<file path="config.mk">
export PLATFORM = sky130hd
export DESIGN_NAME = mngs_ram
export DESIGN_NICKNAME = d
export VERILOG_FILES = /design/src/hdl/mngs_ram.sv
export SDC_FILE = /design/constraint.sdc
export NUM_CORES = 1
export LEC_CHECK = 0
export BUFFER_PORTS_ARGS = -buffer_cell sky130_fd_sc_hd__buf_2
export CAP_MARGIN = 20
export CORE_ASPECT_RATIO = 0.5
export CORE_MARGIN = 4
export CORE_UTILIZATION = 60
export DETAILED_ROUTE_END_ITERATION = 16
export PLACE_DENSITY = 0.78
export SLEW_MARGIN = 20
export SYNTH_ARGS = -nofsm -noshare
export SYNTH_HDL_FRONTEND = slang
export SYNTH_SLANG_ARGS = --single-unit
export TNS_END_PERCENT = 20
</file>
<file path="constraint.sdc">
create_clock -name clk -period 2.1 [get_ports clk]
set_input_delay 0.315 -clock clk [delete_from_list [all_inputs] [get_ports clk]]
set_output_delay 0.315 -clock clk [all_outputs]
set_load 0.005 [all_outputs]
</file>
<file path="src/hdl/mngs_ram.sv">
// ----------------------------------------------------------------------------
// mngs_ram
// Generic RAM, one write port and one read port, registered read.
// ----------------------------------------------------------------------------
module mngs_ram #(
  parameter int WIDTH = 8,
  parameter int DEPTH = 16
) (
  input  logic                     clk,
  input  logic                     wr_en,
  input  logic [$clog2(DEPTH)-1:0] wr_addr,
  input  logic [WIDTH-1:0]         wr_data,
  input  logic [$clog2(DEPTH)-1:0] rd_addr,
  output logic [WIDTH-1:0]         rd_data
);

  logic [WIDTH-1:0] mem [DEPTH];

  always_ff @(posedge clk) begin
    if (wr_en) begin
      mem[wr_addr] <= wr_data;
    end
    rd_data <= mem[rd_addr];
  end

endmodule

</file>
==> results of run 1 <==
-- power by group through the flow --
stage	Sequential [W]	Combinational, W	Clock, W
finish	0.00306	0.000292	0.00323
floorplan	0.00311	0.000154	0
detailed placement	0.00311	0.000289	0
CTS	0.00306	0.000294	0.00326
global route	0.00306	0.000316	0.00341
global placement	0.00311	0.000275	0
-- critical path: cells and delay by family --
| kind | cells | cell delay, ns |
|---|---|---|
| simple gates | 1 | 0.10 |
| compound gates | 1 | 0.38 |
| buf+inv | 2 | 0.48 |
| mux | 1 | 0.59 |
-- routing by layer --
layer | GRT usage [%] | vias to the layer above | part of all wire, %
li1 | - | 1090 | -
met1 | 30.9 | 1343 | 42
met2 | 36.3 | 123 | 49
met3 | 5.59 | 20 | 7.1
met4 | 9.98 | 0 | 1.7
met5 | 0 | - | 0
-- synth_stat cells (all sizes together) --
cell / instances
a22oi: 16
nor2: 13
buf: 7
dfxtp: 8
and2b: 1
clkdlybuf4s25: 3
nand2b: 2
nand2: 9
nand3b: 2
or3b: 1
nor3: 4
and2: 1
mux4: 32
edfxtp: 128
nor2b: 1
nand3: 1
-- layout make-up --
class | instances | area (um2)
tap | 112 | 140
fill | 421 | 1990
sequential | 136 | 4000
clock buffer | 23 | 478
clock inverter | 9 | 170
multi-input combinational | 83 | 1060
timing repair buffer | 49 | 330
-- cell families after synthesis --
group / Yosys count / synth area share (%)
compound gates: 16 / 2.33
buf+inv: 10 / 1.68
flops: 136 / 77.8
mux: 32 / 15.0
simple gates: 35 / 3.18
-- registers in the layout, indices dropped and copies added, names as in the netlist --
register and cells:
rd_data 8, mem 128
-- through the flow --
step           instance area, um2  setup slack, ns
3_3_place_gp                 5530            0.233
3_5_place_dp                 5530            0.165
2_1_floorplan                5150            0.292
4_1_cts                      6180            0.541
5_1_grt                      6180            0.490
6_report                     6180            0.508
-- worst max path at each step --
stage,depth (start not counted),from,end
CTS,5,rd_addr[0],rd_data[2]$_DFF_P_
global placement,5,rd_addr[0],rd_data[2]$_DFF_P_
floorplan,2,wr_addr[2],mem[0][0]$_DFFE_PP_
global route,5,rd_addr[0],rd_data[2]$_DFF_P_
finish,5,rd_addr[0],rd_data[2]$_DFF_P_
detailed placement,5,rd_addr[0],rd_data[2]$_DFF_P_
==> results.yml, run 1 <==
worst_setup_path:
  critical_path.startpoint_type: "input pin"
  worst_setup_path_end_kind: "flip-flop"
  critPathKind: "input pin to flip-flop"
  critPathMaxFanout: 9
  timing.reg2reg.worst_path_depth: 3
  cp_data_arrival_time_ns: 1.87
  worst_path_max_delay_cell: "sky130_fd_sc_hd__mux4_1"
  worst-endpoint-required_ns: 2.37
  timing.reg2reg.setup_slack_ns: 0.61
  path_cells: "buf_2, buf_4, mux4_1, a22oi_1, nand2_1"
  worst_path_largest_cell_delay_ns: 0.59
  r2r_end: "rd_data[2]$_DFF_P_"
  r2r-start: "mem[10][2]$_DFFE_PP_"
cts:
  htree_num_levels: 4
  clkSlewWorstSetupHoldPaths_ns: 0.05
  clock_insertion_delay_worst_skew_ns: 0.41
  maximum_buffer_depth_of_the_clock_tree: 2
  cts-buffers-inserted: 17
  count_of_hold_buffers_inserted_by_post_cts_repair: 0
  tritoncts: "built"
  cts_num_sinks: 136
  cts_resized: 0
  post-cts-setup-buffer-count: 0
  cts-root-buf: "sky130_fd_sc_hd__clkbuf_16"
placement:
  gpl.final_weighted_congestion: 0.770
  placed_cells_incl_taps: 380
  port-buffer-count: 25
  dp_wirelength_um: 6480
global_route:
  grt_overflow: 0
  maximum_number_of_pins_on_one_net_before_global_route_repair: 33
  grt_pass1_vias: 2647
  grt_antenna_before_repair: 0
  grt_first_pass_wirelength_um: 15900
  grt_util_all_layers_pct: 22.8
power_and_ir_drop:
  cellPowerDensity_nw_per_um2: 1060
  leakage_nw: 2.15
  combPwrFrac_pct: 4.4
  internal-power_w: 0.00536
  fin_total_pwr_w: 0.00658
  ir_drop_uv: 657
  seqPwrFrac_pct: 46.5
  clock_power_share_pct: 49.1
  power.switching_w: 0.00122
  switching_share_pct: 18.5
timing:
  worstMarginPinSlew_ns: 0.386
  slew_viol_final: 0
  post-route-period-util_pct: 75.8
  timing.max_slew.rel_slack_pct: 74.2
  timing_hold_violations_final: 0
  finalSetupViolCount: 0
  rsz0062_at_grt: "false"
  worst_clock_skew_ns: 0.00567
  maxClockFrequency_mhz: 628
  holdWs_ns: 0.302
  timing.final.crit_period_ns: 1.59
  setup-tns-final_ns: 0
cells_and_area:
  final_cell_count_no_fill: 412
  finalCoreUtilization_pct: 75.6
  syn_to_final_growth_pct: 20.1
  layout.nets: 305
  most-common-layout-cells: "128 x sky130_fd_sc_hd__edfxtp_1, 25 x sky130_fd_sc_hd__buf_2, 22 x sky130_fd_sc_hd__buf_4, 18 x sky130_fd_sc_hd__mux4_2, 17 x sky130_fd_sc_hd__clkbuf_16"
  drive_gt1_share_pct: 32.3
  mostFrequentLayoutCell: "sky130_fd_sc_hd__edfxtp_1"
  insertedDiodeCount: 0
yosys:
  synth.top_cells.by_area: "sky130_fd_sc_hd__edfxtp_1 75%, sky130_fd_sc_hd__mux4_2 7.9%, sky130_fd_sc_hd__mux4_1 7.1%"
  synthesis.instances: 229
  synth_top_area_share_pct: 74.7
  synth.ff_latch_count: 136
  synth-warning-count: 0
  synth_fp_nets: 247
  yosysSeqAreaShare_pct: 77.8
  netlist.top_cell.by_area: "sky130_fd_sc_hd__edfxtp_1"
  ys_types: 19
  syn-mean-instance-area_um2: 22.5
  synthesis.area_um2: 5150
status:
  status: "finished, final reports clean"
routing:
  drt-pass1-iter-count: 5
  route.antenna.remaining_nets: 0
  route.vias.total: 2576
  wl_um: 10500
  route.detailed.vias_per_inst: 6.25
  drt-initial-drc-count: 329
  drt_drc: 0
  drt-wirelength-per-cell_um: 25.4
floorplan:
  pin_count: 26
  floorplan.initialDensity_pct: 63.0
  die-area_um2: 10200
  die_width_um: 139
  coreArea_um2: 8170
  die_height_um: 73.5
  std_cell_rows: 23
min_path:
  worstHoldEndpoint: "mem[6][6]$_DFFE_PP_"
  worst_hold_startpoint: "wr_data[6]"
  hold_depth: 1
  hold_path.class: "input pin to flip-flop"
run:
  max_cap_violations: 0
Power figures use the tool's default switching activity.
==> inputs of run 2 (changes only) <==
- ABC_AREA: default -> 1
- clock period: 2.1 -> 1.6 ns (I/O delays scaled with it)
==> run 2 against run 1 <==
  * Sequential cell count is the same
  * Global-route usage up 3.0 points
  * Sequential share of layout area decreased by 5.1 points
  * Largest cell class unchanged
  * Critical endpoint is now rd_data[6]
==> results.yml, run 2 <==
worst_setup_path:
  path_cells: "buf_2"
  critPathMaxFanout: 1
  critPathKind: "flip-flop to output pin"
  worst_path_largest_cell_delay_ns: 0.36
  critical_path.startpoint_type: "flip-flop"
  cp_data_arrival_time_ns: 0.92
  timing.critical_path.buf_inv: 1
  worst_setup_path_end_kind: "output pin"
  worst_path_max_delay_cell: "sky130_fd_sc_hd__dfxtp_1"
  path_delay_family: "flip-flops"
  worst-endpoint-required_ns: 1.36
cts:
  clock_insertion_delay_worst_skew_ns: 0.42
  cts_num_sinks: 136
  htree_num_levels: 4
  cts-buffers-inserted: 17
  count_of_hold_buffers_inserted_by_post_cts_repair: 0
  tritoncts: "built"
  clkSlewWorstSetupHoldPaths_ns: 0.06
  post-cts-setup-buffer-count: 0
  cts-root-buf: "sky130_fd_sc_hd__clkbuf_16"
  cts_resized: 0
  maximum_buffer_depth_of_the_clock_tree: 2
floorplan:
  floorplan.initialDensity_pct: 63.8
  std_cell_rows: 24
  die-area_um2: 11300
  pin_count: 26
  die_width_um: 147
  coreArea_um2: 9040
  die_height_um: 77.3
timing:
  timing_hold_violations_final: 0
  slew_viol_final: 0
  timing.final.crit_period_ns: 1.16
  rsz0062_at_grt: "false"
  holdWs_ns: 0.220
  finalSetupViolCount: 0
  worst_clock_skew_ns: 0.00561
  post-route-period-util_pct: 72.4
  setup-tns-final_ns: 0
  timing.max_slew.rel_slack_pct: 61.9
  maxClockFrequency_mhz: 863
  worstMarginPinSlew_ns: 0.571
yosys:
  synth_top_family_by_area: "simple AND/OR/NAND/NOR gates"
  synthXorXnorAreaFrac_pct: 0
  ys_types: 12
  synth.ff_latch_count: 136
  syn-mean-instance-area_um2: 10.5
  synthesis.area_um2: 5770
  synth_simple_gate_area_share_pct: 21.0
  postSynth.asyncResetShare_pct: 0
  synth-edff-count: 128
  yosys.area_share.adder_pct: 0
  synth_fp_nets: 569
  synth-compound-area-share_pct: 0
  synthesis.instances: 551
  synth_top_area_share_pct: 66.7
  yosysSeqAreaShare_pct: 69.4
  synth_most_common_cell: "sky130_fd_sc_hd__nand2_1"
  synth-warning-count: 0
  synth.top_cells.by_area: "sky130_fd_sc_hd__edfxtp_1 67%, sky130_fd_sc_hd__nand2_1 11%, sky130_fd_sc_hd__nand3_1 8.4%"
  synth-main-ff-cell: "sky130_fd_sc_hd__edfxtp_1"
  netlist.top_cell.by_area: "sky130_fd_sc_hd__edfxtp_1"
  synth.area.mux_share_pct: 0
  synth.top_cells.by_count: "173 x sky130_fd_sc_hd__nand2_1, 128 x sky130_fd_sc_hd__edfxtp_1, 100 x sky130_fd_sc_hd__inv_1, 97 x sky130_fd_sc_hd__nand3_1, 17 x sky130_fd_sc_hd__nor2_1"
routing:
  drt_drc: 0
  drt-initial-drc-count: 474
  route.vias.total: 4064
  drt-wirelength-per-cell_um: 18.6
  route.antenna.remaining_nets: 0
  wl_um: 13800
  route.detailed.vias_per_inst: 5.50
  drt-pass1-iter-count: 5
global_route:
  use_met2_pct: 39.0
  grt_util_all_layers_pct: 25.8
  grt_overflow: 0
  use_met1_pct: 36.4
  grt_pass1_vias: 3960
  grt_antenna_before_repair: 0
  maximum_number_of_pins_on_one_net_before_global_route_repair: 33
  globalRoute.busiestLayer: "met2"
  grt_first_pass_wirelength_um: 21700
  grt_util_met3_pct: 6.24
cells_and_area:
  multi_input_logic_area_um2: 1210
  biggestRegsByFlops: "mem (128), rd_data (8)"
  top_register_by_number_of_flip_flops: "mem"
  syn_to_final_growth_pct: 16.3
  largest_register_ff_count: 128
  regArea_um2: 4000
  insertedDiodeCount: 0
  layout.filler_cells: 566
  layout.nets: 614
  mostFrequentLayoutCell: "sky130_fd_sc_hd__nand2_1"
  final_cell_count_no_fill: 739
  most-common-layout-cells: "173 x sky130_fd_sc_hd__nand2_1, 128 x sky130_fd_sc_hd__edfxtp_1, 100 x sky130_fd_sc_hd__inv_1, 97 x sky130_fd_sc_hd__nand3_1, 25 x sky130_fd_sc_hd__buf_2"
  drive_gt1_share_pct: 13.6
placement:
  gpl.final_weighted_congestion: 0.801
  port-buffer-count: 25
  placed_cells_incl_taps: 707
  dp_wirelength_um: 8070
run:
  max_cap_violations: 0
power_and_ir_drop:
  leakage_nw: 2.94
  fin_total_pwr_w: 0.00845
  cellPowerDensity_nw_per_um2: 1260
  ir_drop_uv: 851
min_path:
  hold_path.class: "input pin to flip-flop"
status:
  status: "finished, final reports clean"
## run 2: cell types whose count changed after synthesis, moves of 4 or more
cell | previous run | this run
sky130_fd_sc_hd__mux4_2 | 18 | 0
sky130_fd_sc_hd__nor3_1 | 4 | 0
sky130_fd_sc_hd__nor2_1 | 13 | 17
sky130_fd_sc_hd__mux4_1 | 14 | 0
sky130_fd_sc_hd__inv_1 | 0 | 100
sky130_fd_sc_hd__a22oi_1 | 16 | 0
sky130_fd_sc_hd__buf_2 | 3 | 13
sky130_fd_sc_hd__nand3_1 | 1 | 97
sky130_fd_sc_hd__nand2_1 | 9 | 173
## run 2: power by group
part           internal (W)  total, W  switching [W]
logic              0.000152  0.000506       0.000353
clock network       0.00247   0.00393        0.00147
registers           0.00398   0.00401      0.0000267
total               0.00660   0.00845        0.00185
## run 2: cell families after synthesis
family,after synthesis
buffers and inverters,126
flip-flops,136
AND/OR/NAND/NOR,289
## run 2: worst register-to-register path: cells and delay by family (launching register included)
family / cells / cell delay [ns]
DFF: 1 / 0.38
and+or+nand+nor: 5 / 0.50
buffers and inverters: 1 / 0.08
## run 2: through the flow
step	util, %	cell area (um2)	setup WS [ns]
final	74.2	6710	0.442
after global routing	74.2	6710	0.427
after CTS	74.2	6710	0.427
after detailed placement	67.6	6110	0.234
after global placement	67.6	6110	0.232
after floorplan	-	5770	0.409
## run 2: area by class of cell
| cell class | count | area share, % |
|---|---|---|
| Multi-Input combinational cell | 289 | 18.1 |
| Sequential cell | 136 | 59.7 |
| Timing Repair Buffer | 50 | 5.22 |
| Clock buffer | 18 | 6.55 |
| Tap cell | 130 | 2.42 |
| Clock inverter | 14 | 2.33 |
| Inverter | 102 | 5.71 |
## run 2: worst paths after layout
path / endpoint / from / slack [ns] / cells after the start
worst max-delay path: rd_data[6] / rd_data[6]$_DFF_P_ / 0.44 / 1
worst min-delay path: rd_data[7]$_DFF_P_ / rd_addr[3] / 0.22 / 3
worst max register to register: rd_data[7]$_DFF_P_ / mem[15][7]$_DFFE_PP_ / 0.54 / 6
worst min register to register: rd_data[5]$_DFF_P_ / mem[12][5]$_DFFE_PP_ / 0.67 / 6
## run 2: metal layers
layer	vias to the layer above	share of wire (%)
li1	1863	-
met1	1879	40
met2	289	45
met3	33	12
met4	0	2.3
met5	-	0
